File: src/sv/fsk4_slicer_sync_voice_framer_defines.svh
// Assertion macros used by the framer back end.
`ifndef FSK4_SLICER_SYNC_VOICE_FRAMER_DEFINES_SVH
`define FSK4_SLICER_SYNC_VOICE_FRAMER_DEFINES_SVH

// Same-cycle implication, checked on clk, masked during reset.
`define FSVF_ASSERT_IMP(label, ante, cons, msg) \
	label: assert property (@(posedge clk) disable iff (!arst_n) (ante) |-> (cons)) \
		else $error(msg);

// Next-cycle implication, checked on clk, masked during reset.
`define FSVF_ASSERT_NXT(label, ante, cons, msg) \
	label: assert property (@(posedge clk) disable iff (!arst_n) (ante) |=> (cons)) \
		else $error(msg);

`endif

File: src/sv/fsvf_pkg.sv
// Types and constants of the 4FSK slicer, sync detector and voice framer.
`default_nettype none

package fsvf_pkg;

	typedef enum logic [1:0] {
		CMD_SAMPLE    = 2'd0,
		CMD_TICK      = 2'd1,
		CMD_VOICE_RST = 2'd2,
		CMD_LOST_CARR = 2'd3
	} fsvf_cmd_t;

	typedef enum logic [1:0] {
		SYNC_NONE  = 2'd0,
		SYNC_DATA  = 2'd1,
		SYNC_VOICE = 2'd2
	} fsvf_sync_t;

	typedef enum logic [1:0] {
		DIBIT_P1 = 2'd0,
		DIBIT_P3 = 2'd1,
		DIBIT_M1 = 2'd2,
		DIBIT_M3 = 2'd3
	} fsvf_dibit_t;

	typedef enum logic [3:0] {
		PH_FIRST = 4'b0001,
		PH_MID_A = 4'b0010,
		PH_MID_B = 4'b0100,
		PH_LAST  = 4'b1000
	} fsvf_phase_t;

	typedef struct packed {
		fsvf_cmd_t cmd;
		logic [1:0] dibit;
	} fsvf_entry_t;

	typedef struct packed {
		logic       hold_expired;
		logic       lost_sync;
		logic       synced;
		logic [1:0] sync_kind;
		logic       frame_done;
		logic [5:0] voice_index;
		logic       voice_valid;
		logic [1:0] dibit;
	} fsvf_result_t;

	localparam int QDEPTH = 4;
	localparam int QAW    = $clog2(QDEPTH);

	localparam logic [4:0] ADDR_LEVEL_MAX  = 5'd0;
	localparam logic [4:0] ADDR_DATA_SYNC  = 5'd8;
	localparam logic [4:0] ADDR_VOICE_SYNC = 5'd16;

	localparam logic [14:0] LEVEL_MAX_RST  = 15'd4096;
	localparam logic [47:0] DATA_SYNC_RST  = 48'd246368513220445;
	localparam logic [47:0] VOICE_SYNC_RST = 48'd128931274782199;

	localparam logic [16:0] SAMPLE_OFFSET   = 17'd256;
	localparam logic [5:0]  FRAME_LEN       = 6'd36;
	localparam logic [5:0]  HALF_FRAME      = 6'd18;
	localparam logic [7:0]  SYNC_SKIP       = 8'd24;
	localparam logic [7:0]  CACH_SLOT_SKIP  = 8'd156;
	localparam logic [7:0]  DATA_SYNC_SKIP  = 8'd120;
	localparam logic [7:0]  VOICE_SYNC_SKIP = 8'd18;
	localparam logic [10:0] SYNC_HOLD_LOAD  = 11'd1738;
	localparam logic [10:0] SYNC_CONT_AT    = 11'd24;
	localparam logic [5:0]  TICK_HOLD_SYNC  = 6'd40;
	localparam logic [5:0]  TICK_HOLD_LOST  = 6'd25;
	localparam logic [2:0]  FRAMES_LOAD     = 3'd6;

endpackage

`default_nettype wire

File: src/sv/fsvf_front.sv
// Front end: takes input beats and slices samples into dibits.
`default_nettype none

module fsvf_front (
	input  wire logic                 s_tvalid,
	output logic                      s_tready,
	input  wire logic [15:0]          s_tdata,  // [15:0] sample
	input  wire logic [1:0]           s_tuser,  // [1:0] cmd
	input  wire logic [14:0]          level_max,
	input  wire logic                 q_ready,
	output logic                      q_push,
	output fsvf_pkg::fsvf_entry_t     q_entry
);
	import fsvf_pkg::*;

	logic signed [17:0] sum;
	logic signed [17:0] thr;
	logic signed [17:0] neg_thr;
	logic [1:0]         dibit;

	assign sum     = $signed({s_tdata[15], s_tdata[15], s_tdata}) +
	                 $signed({1'b0, SAMPLE_OFFSET});
	assign thr     = $signed({4'd0, level_max[14:1]});
	assign neg_thr = -thr;

	always_comb begin
		priority if (sum > thr) begin
			dibit = DIBIT_P3;
		end else if (sum > 18'sd0) begin
			dibit = DIBIT_P1;
		end else if (sum < neg_thr) begin
			dibit = DIBIT_M3;
		end else begin
			dibit = DIBIT_M1;
		end
	end

	assign s_tready      = q_ready;
	assign q_push        = s_tvalid & q_ready;
	assign q_entry.cmd   = fsvf_cmd_t'(s_tuser);
	assign q_entry.dibit = (fsvf_cmd_t'(s_tuser) == CMD_SAMPLE) ? dibit : 2'd0;

endmodule

`default_nettype wire

File: src/sv/fsvf_queue.sv
// Short queue between the slicer front end and the framer back end.
`default_nettype none

module fsvf_queue (
	input  wire logic                 clk,
	input  wire logic                 arst_n,
	input  wire logic                 push,
	input  wire fsvf_pkg::fsvf_entry_t push_entry,
	output logic                      push_ready,
	input  wire logic                 pop,
	output logic                      pop_valid,
	output fsvf_pkg::fsvf_entry_t     pop_entry
);
	import fsvf_pkg::*;

	fsvf_entry_t      mem_q [QDEPTH];
	logic [QAW-1:0]   wr_ptr_q;
	logic [QAW-1:0]   rd_ptr_q;
	logic [QAW:0]     count_q;
	logic             do_push;
	logic             do_pop;

	assign push_ready = (count_q != QDEPTH[QAW:0]);
	assign pop_valid  = (count_q != '0);
	assign do_push    = push & push_ready;
	assign do_pop     = pop & pop_valid;
	assign pop_entry  = mem_q[rd_ptr_q];

	always_ff @(posedge clk) begin
		if (do_push) begin
			mem_q[wr_ptr_q] <= push_entry;
		end
	end

	always_ff @(posedge clk or negedge arst_n) begin
		if (!arst_n) begin
			wr_ptr_q <= '0;
			rd_ptr_q <= '0;
			count_q  <= '0;
		end else begin
			if (do_push) begin
				wr_ptr_q <= wr_ptr_q + 1'b1;
			end
			if (do_pop) begin
				rd_ptr_q <= rd_ptr_q + 1'b1;
			end
			unique case ({do_push, do_pop})
				2'b10:   count_q <= count_q + 1'b1;
				2'b01:   count_q <= count_q - 1'b1;
				default: count_q <= count_q;
			endcase
		end
	end

endmodule

`default_nettype wire

File: src/sv/fsvf_back.sv
// Back end: sync matching, voice burst phase machine, hold timers, result register.
`default_nettype none
`include "fsk4_slicer_sync_voice_framer_defines.svh"

module fsvf_back (
	input  wire logic                  clk,
	input  wire logic                  arst_n,
	input  wire logic                  q_valid,
	input  wire fsvf_pkg::fsvf_entry_t q_entry,
	output logic                       q_pop,
	input  wire logic [47:0]           data_sync_word,
	input  wire logic [47:0]           voice_sync_word,
	output logic                       out_valid,
	input  wire logic                  out_ready,
	output fsvf_pkg::fsvf_result_t     out_res
);
	import fsvf_pkg::*;

	logic [47:0]  hist_q, hist_n;
	logic [7:0]   skip_q, skip_n;
	fsvf_phase_t  phase_q, phase_n;
	logic [5:0]   pos_q, pos_n;
	logic [2:0]   frames_q, frames_n;
	logic [10:0]  hold_q, hold_ld, hold_n;
	logic [5:0]   tick_q, tick_n;
	fsvf_result_t res;
	fsvf_result_t res_q;
	logic         vld_q;

	assign q_pop     = q_valid & (!vld_q | out_ready);
	assign out_valid = vld_q;
	assign out_res   = res_q;

	always_comb begin
		hist_n   = hist_q;
		skip_n   = skip_q;
		phase_n  = phase_q;
		pos_n    = pos_q;
		frames_n = frames_q;
		hold_ld  = hold_q;
		hold_n   = hold_q;
		tick_n   = tick_q;
		res      = '0;
		unique case (q_entry.cmd)
			CMD_SAMPLE: begin
				res.dibit = q_entry.dibit;
				hist_n    = {hist_q[45:0], q_entry.dibit};
				if (skip_q != 8'd0) begin
					skip_n = skip_q - 8'd1;
				end else if (hold_q != 11'd0) begin
					res.voice_valid = 1'b1;
					res.voice_index = pos_q;
					pos_n           = pos_q + 6'd1;
					unique case (phase_q)
						PH_FIRST: begin
							if (pos_n == FRAME_LEN) begin
								phase_n        = PH_MID_A;
								pos_n          = 6'd0;
								res.frame_done = 1'b1;
							end
						end
						PH_MID_A: begin
							if (pos_n == HALF_FRAME) begin
								phase_n = PH_MID_B;
								skip_n  = SYNC_SKIP;
							end
						end
						PH_MID_B: begin
							if (pos_n == FRAME_LEN) begin
								phase_n        = PH_LAST;
								pos_n          = 6'd0;
								res.frame_done = 1'b1;
							end
						end
						PH_LAST: begin
							if (pos_n == FRAME_LEN) begin
								res.frame_done = 1'b1;
								pos_n          = 6'd0;
								skip_n         = CACH_SLOT_SKIP;
								phase_n        = PH_FIRST;
								if (frames_q != 3'd0) begin
									frames_n = frames_q - 3'd1;
								end
							end
						end
						default: ;
					endcase
				end
				if (hist_n == data_sync_word) begin
					res.sync_kind = SYNC_DATA;
					if (hold_q == 11'd0) begin
						skip_n = DATA_SYNC_SKIP;
					end
				end else if (hist_n == voice_sync_word) begin
					res.sync_kind = SYNC_VOICE;
					if (frames_n == 3'd0 && hold_q == SYNC_CONT_AT) begin
						hold_ld  = SYNC_HOLD_LOAD;
						tick_n   = TICK_HOLD_SYNC;
						frames_n = FRAMES_LOAD;
					end else begin
						skip_n   = VOICE_SYNC_SKIP;
						phase_n  = PH_LAST;
						pos_n    = 6'd0;
						frames_n = FRAMES_LOAD;
						hold_ld  = SYNC_HOLD_LOAD;
						tick_n   = TICK_HOLD_SYNC;
					end
				end
				hold_n = hold_ld;
				if (hold_ld != 11'd0) begin
					hold_n = hold_ld - 11'd1;
					if (hold_n == 11'd0) begin
						res.lost_sync = 1'b1;
						tick_n        = TICK_HOLD_LOST;
						phase_n       = PH_FIRST;
					end
				end
			end
			CMD_TICK: begin
				if (tick_q != 6'd0) begin
					tick_n = tick_q - 6'd1;
					if (tick_n == 6'd0) begin
						res.hold_expired = 1'b1;
					end
				end
			end
			CMD_VOICE_RST: begin
				phase_n  = PH_FIRST;
				hold_n   = 11'd0;
				frames_n = 3'd0;
			end
			CMD_LOST_CARR: begin
				hold_n  = 11'd0;
				phase_n = PH_FIRST;
			end
			default: ;
		endcase
		res.synced = (hold_n != 11'd0);
	end

	always_ff @(posedge clk or negedge arst_n) begin
		if (!arst_n) begin
			hist_q   <= '0;
			skip_q   <= '0;
			phase_q  <= PH_FIRST;
			pos_q    <= '0;
			frames_q <= '0;
			hold_q   <= '0;
			tick_q   <= '0;
			vld_q    <= 1'b0;
		end else begin
			if (q_pop) begin
				hist_q   <= hist_n;
				skip_q   <= skip_n;
				phase_q  <= phase_n;
				pos_q    <= pos_n;
				frames_q <= frames_n;
				hold_q   <= hold_n;
				tick_q   <= tick_n;
				vld_q    <= 1'b1;
			end else if (out_ready) begin
				vld_q <= 1'b0;
			end
		end
	end

	always_ff @(posedge clk) begin
		if (q_pop) begin
			res_q <= res;
		end
	end

	`FSVF_ASSERT_IMP(a_done_is_stored, vld_q && res_q.frame_done, res_q.voice_valid, "frame end without stored dibit")
	`FSVF_ASSERT_IMP(a_lost_not_synced, vld_q && res_q.lost_sync, !res_q.synced, "lost sync while still synced")
	`FSVF_ASSERT_IMP(a_expire_quiet, vld_q && res_q.hold_expired, !res_q.voice_valid && res_q.sync_kind == SYNC_NONE, "hold expiry on a sample beat")
	`FSVF_ASSERT_NXT(a_stall_holds, vld_q && !out_ready, vld_q && $stable(res_q), "result changed while stalled")

endmodule

`default_nettype wire

File: src/sv/fsk4_slicer_sync_voice_framer.sv
// Top level of the 4FSK slicer, sync detector and voice burst framer.
// Input stream: one beat per command; s_tuser carries the command (sample, 100 ms tick,
// voice reset, lost carrier), s_tdata the signed symbol sample used by sample commands.
// Every input beat yields exactly one output beat: the sliced dibit with its voice frame
// position in m_tdata, frame end on m_tlast, and sync and timer flags in m_tuser.
// An input beat that is taken is written into the queue, and the framer result
// register then loads its result, which m_tvalid shows.
// Throughput: one beat per cycle while the output side does not stall.
// If the output side stalls, the result register holds and the four-entry queue keeps
// taking input beats until it fills, then s_tready drops.
// Reset clears the sync history, counters, phase machine and queue, and loads the
// configuration registers with their defaults; no clearing pass is needed.
// The APB port writes level_max at 0x00, the data sync word at 0x08 and the voice sync
// word at 0x10; write it only while no beats are in flight.
`default_nettype none

module fsk4_slicer_sync_voice_framer (
	input  wire logic        clk,
	input  wire logic        arst_n,
	input  wire logic        s_tvalid,
	output logic             s_tready,
	input  wire logic [15:0] s_tdata,  // [15:0] sample
	input  wire logic [1:0]  s_tuser,  // [1:0] cmd
	output logic             m_tvalid,
	input  wire logic        m_tready,
	output logic [7:0]       m_tdata,  // [1:0] dibit, [7:2] voice_index
	output logic [5:0]       m_tuser,  // [0] voice_valid, [2:1] sync_kind, [3] synced,
	                                   // [4] lost_sync, [5] hold_expired
	output logic             m_tlast,  // frame_done
	input  wire logic        psel,
	input  wire logic        penable,
	input  wire logic        pwrite,
	input  wire logic [4:0]  paddr,
	input  wire logic [63:0] pwdata,
	output logic [63:0]      prdata,
	output logic             pready
);
	import fsvf_pkg::*;

	logic [14:0]  level_max_q;
	logic [47:0]  data_sync_q;
	logic [47:0]  voice_sync_q;
	logic         cfg_wr;
	logic         q_ready;
	logic         q_push;
	fsvf_entry_t  q_in;
	logic         q_valid;
	logic         q_pop;
	fsvf_entry_t  q_out;
	fsvf_result_t res;

	assign pready = 1'b1;
	assign cfg_wr = psel & penable & pwrite & pready;

	always_ff @(posedge clk or negedge arst_n) begin
		if (!arst_n) begin
			level_max_q  <= LEVEL_MAX_RST;
			data_sync_q  <= DATA_SYNC_RST;
			voice_sync_q <= VOICE_SYNC_RST;
		end else if (cfg_wr) begin
			unique case (paddr)
				ADDR_LEVEL_MAX:  level_max_q  <= pwdata[14:0];
				ADDR_DATA_SYNC:  data_sync_q  <= pwdata[47:0];
				ADDR_VOICE_SYNC: voice_sync_q <= pwdata[47:0];
				default: ;
			endcase
		end
	end

	always_comb begin
		unique case (paddr)
			ADDR_LEVEL_MAX:  prdata = {49'd0, level_max_q};
			ADDR_DATA_SYNC:  prdata = {16'd0, data_sync_q};
			ADDR_VOICE_SYNC: prdata = {16'd0, voice_sync_q};
			default:         prdata = 64'd0;
		endcase
	end

	fsvf_front u_front (
		.s_tvalid  (s_tvalid),
		.s_tready  (s_tready),
		.s_tdata   (s_tdata),
		.s_tuser   (s_tuser),
		.level_max (level_max_q),
		.q_ready   (q_ready),
		.q_push    (q_push),
		.q_entry   (q_in)
	);

	fsvf_queue u_queue (
		.clk        (clk),
		.arst_n     (arst_n),
		.push       (q_push),
		.push_entry (q_in),
		.push_ready (q_ready),
		.pop        (q_pop),
		.pop_valid  (q_valid),
		.pop_entry  (q_out)
	);

	fsvf_back u_back (
		.clk             (clk),
		.arst_n          (arst_n),
		.q_valid         (q_valid),
		.q_entry         (q_out),
		.q_pop           (q_pop),
		.data_sync_word  (data_sync_q),
		.voice_sync_word (voice_sync_q),
		.out_valid       (m_tvalid),
		.out_ready       (m_tready),
		.out_res         (res)
	);

	assign m_tdata = {res.voice_index, res.dibit};
	assign m_tuser = {res.hold_expired, res.lost_sync, res.synced, res.sync_kind,
	                  res.voice_valid};
	assign m_tlast = res.frame_done;

endmodule

`default_nettype wire

File: config.mk
export PLATFORM = sky130hd
export DESIGN_NAME = fsk4_slicer_sync_voice_framer
export DESIGN_NICKNAME = d
export VERILOG_FILES = /design/src/sv/fsvf_pkg.sv /design/src/sv/fsvf_front.sv /design/src/sv/fsvf_queue.sv /design/src/sv/fsvf_back.sv /design/src/sv/fsk4_slicer_sync_voice_framer.sv
export VERILOG_INCLUDE_DIRS = /design/src /design/src/sv
export SDC_FILE = /design/constraint.sdc
export NUM_CORES = 1
export LEC_CHECK = 0
export BUFFER_PORTS_ARGS = -buffer_cell sky130_fd_sc_hd__buf_2
export CAP_MARGIN = 20
export CORE_UTILIZATION = 45
export CTS_CLUSTER_SIZE = 8
export DETAILED_ROUTE_END_ITERATION = 8
export PLACE_DENSITY = 0.63
export SLEW_MARGIN = 5
export SYNTH_ARGS = -nofsm -noshare
export SYNTH_HDL_FRONTEND = slang
export SYNTH_HIERARCHICAL = 1
export SYNTH_SLANG_ARGS = --single-unit
export TNS_END_PERCENT = 50
File: constraint.sdc
create_clock -name clk -period 6.13 [get_ports clk]
set_input_delay 1.226 -clock clk [delete_from_list [all_inputs] [get_ports clk]]
set_output_delay 1.226 -clock clk [all_outputs]
set_load 0.02 [all_outputs]
==> flow_summary.json <==
{
  "grt_first_pass_wirelength_um": 56100,
  "clk_latency_ps": 520,
  "slew_headroom_pct": 25.4,
  "drive_above_1_share_pct": 26.4,
  "combPwrFrac_pct": 32.3,
  "start_kind": "flop",
  "cts_hold_buffers": 0,
  "fin_worst_skew_ps": 26.1,
  "track_usage_pct": 23.0,
  "core_sq_um": 29600,
  "worstSetupPathType": "flop to flop",
  "p_seq_share_pct": 37.3,
  "dieArea_sq_um": 30900,
  "ys_ff_latch": 234,
  "async_flop_share_pct": 86.8,
  "timing.final.crit_share_pct": 90.4,
  "dp_hpwl_um": 24500,
  "synth_cells": 1305,
  "synth_common_cells": "187 x nand2_1, 148 x dfrtp_1, 92 x mux2_2",
  "gp_congestion": 0.851,
  "ios": 176,
  "synth_area_leader_cell": "dfrtp_1",
  "peakVddDrop_v": 0.000187,
  "drc": 0,
  "vias": 10400,
  "post-synth-top-count-cell": "nand2_1",
  "totalNegativeSetupSlack_ps": 0,
  "first_global_vias": 10200,
  "diodes": 0,
  "cap_violations": 0,
  "dr.pass1.iters": 5,
  "synth_edf_count": 31,
  "post_cts_buffers": 0,
  "wire_per_inst_um": 19.0,
  "vias_per_cell": 5.64,
  "rsz0062_at_grt": "false",
  "initial_core_util_pct": 45.8,
  "p_sw_mw": 2.10,
  "dpl_cell_area_sq_um": 14500,
  "status": "completed",
  "final-hold-violation-count": 0,
  "synthToLayoutAreaGrowth_pct": 14.3,
  "fmax_ghz": 0.180,
  "ys_warn_count": 6,
  "path_clk_slew_ps": 50,
  "rrSetupSlack_ps": 590,
  "antenna_found_initial": 0,
  "cts.path.max_buffers": 3,
  "cts.htree.levels": 2,
  "crit_arrival_ps": 5930,
  "final_antenna_net_count": 0,
  "die_x_um": 176,
  "synth_top_flop_cell": "dfrtp_1",
  "cp_max_fo": 10,
  "numClockSinks": 234,
  "finalPower_mw": 5.77,
  "fin_area_sq_um": 15500,
  "synth_cell_types": 91,
  "die_h_um": 176,
  "switching_share_pct": 36.4,
  "endpoint_kind": "flop",
  "overflow": 0,
  "min_period_ps": 5540,
  "yosysSeqAreaShare_pct": 44.8,
  "syn_area_per_cell_sq_um": 10.4,
  "synth_top_area_share_pct": 27.3,
  "hold_class": "flop to flop",
  "tightest_slew_ps": 1120,
  "ys_top_cells_by_area": "dfrtp_1 27%, dfstp_2 11%, mux2_2 7.6%, edfxtp_1 6.9%, nand2_1 5.2%",
  "numCtsBuffers": 35,
  "wirelength_um": 34900,
  "final_util_pct": 52.4,
  "setup_viol": 0,
  "cts_tree": "yes",
  "power.leakage_nw": 7.28,
  "clkPwrFrac_pct": 30.3,
  "fp-row-count": 63,
  "root_buffer": "clkbuf_16",
  "drt_iter0_drc": 730,
  "p_int_mw": 3.67,
  "cp.required_ps": 6510,
  "grt_max_degree": 124,
  "cts_resized": 0,
  "slew_viol_final": 0,
  "power_density_nw_per_um2": 372,
  "fin_nets": 1575,
  "io_buffer_count": 142,
  "syn_area_sq_um": 13600
}
-- per-stage QoR --
stage / setup slack, ps / hold slack (ps) / cells
final: 587 / 510 / 1843
after global routing: 145 / 541 / 1843
after CTS: 567 / 513 / 1843
after detailed placement: 610 / 498 / 1784
after global placement: 662 / 492 / 1784
after floorplan: 1320 / 470 / 1320
-- flip-flops by register name, summed over array words and instances, names as in the netlist --
register          count
u_queue/wr_ptr_q      2
u_back/frames_q       3
u_back/out_valid      1
u_back/hist_q        46
u_queue/count_q       3
level_max_q          15
u_back/tick_q         6
u_queue/mem_q        16
u_back/out_res       15
u_back/pos_q          6
u_back/phase_q        4
u_back/skip_q         8
data_sync_q          48
u_queue/rd_ptr_q      2
u_back/hold_q        11
voice_sync_q         48
-- power groups by stage --
| stage | registers [mW] | clock network [mW] | logic [mW] |
|---|---|---|---|
| floorplan | 2.12 | 0 | 1.36 |
| global placement | 2.17 | 0 | 1.81 |
| detailed placement | 2.17 | 0 | 1.85 |
| CTS | 2.15 | 1.79 | 1.86 |
| global route | 2.19 | 1.85 | 2.08 |
| finish | 2.15 | 1.75 | 1.87 |
-- worst max-delay path, cell delays in order, from the launching register on --
cell and delay [ps]:
dfrtp_1 530, mux4_2 630, xnor2_1 220, nand4_1 110, nor4_1 320, nand3_1 390
and2_1 420, nor2_1 210, ha_1 280, or4b_2 640, xnor2_1 140, or3_1 310
a221o_1 330, nor2_1 340, a21oi_1 210, a221o_1 360
-- cell usage in the layout (no fill, tap or decap), drive strengths merged, types with 19 or more instances in the layout --
master	instances
inv	49
nor4	23
clkbuf	57
nand3	29
ha	49
mux2i	19
dfrtp	148
edfxtp	31
nand4	28
buf	152
dfstp	55
nor3	34
o21ai	31
mux2	113
nor2	65
a22o	40
xor2	58
a21oi	36
xnor2	66
nand2	189
-- final cells by class --
type,instances,area [sq um]
Sequential cell,234,6080
Multi-Input combinational cell,958,6960
Clock buffer,56,955
Clock inverter,3,37.5
Fill cell,2706,14100
Tap cell,390,488
Timing Repair Buffer,153,827
Inverter,49,184
-- per-layer routing --
layer	global-route usage [%]	part of all wire [%]	routed length [um]
met1	32.5	46	15900
met2	36.3	47	16300
met3	3.90	5.6	1960
met4	6.70	2.2	765
met5	0	0	0
-- cells by family (layout without fill, tap and decap cells) --
family                   Yosys count  after routing  share of synthesized area, %
other                              2             17                        0.0553
AO/OA/AOI/OAI                    197            197                          10.5
XOR/XNOR                         124            124                          8.05
flip-flops                       234            234                          44.8
multiplexers                     136            136                          11.5
buffers and inverters            128            261                          4.67
AND/OR/NAND/NOR                  434            434                          15.8
adder cells (fa/ha/maj)           50             50                          4.66
-- final timing paths --
path,startpoint,end,depth (start not counted)
max in group asynchronous,arst_n,u_back/hold_q[8],2
hold reg to reg,level_max_q[0],level_max_q[0],1
setup / recovery,u_queue/rd_ptr_q[0],u_back/phase_q[3],15
hold / removal,level_max_q[0],level_max_q[0],1
setup reg to reg,u_queue/rd_ptr_q[0],u_back/phase_q[3],15
min in group asynchronous,arst_n,data_sync_q[16],1
Power figures use the tool's default switching activity.
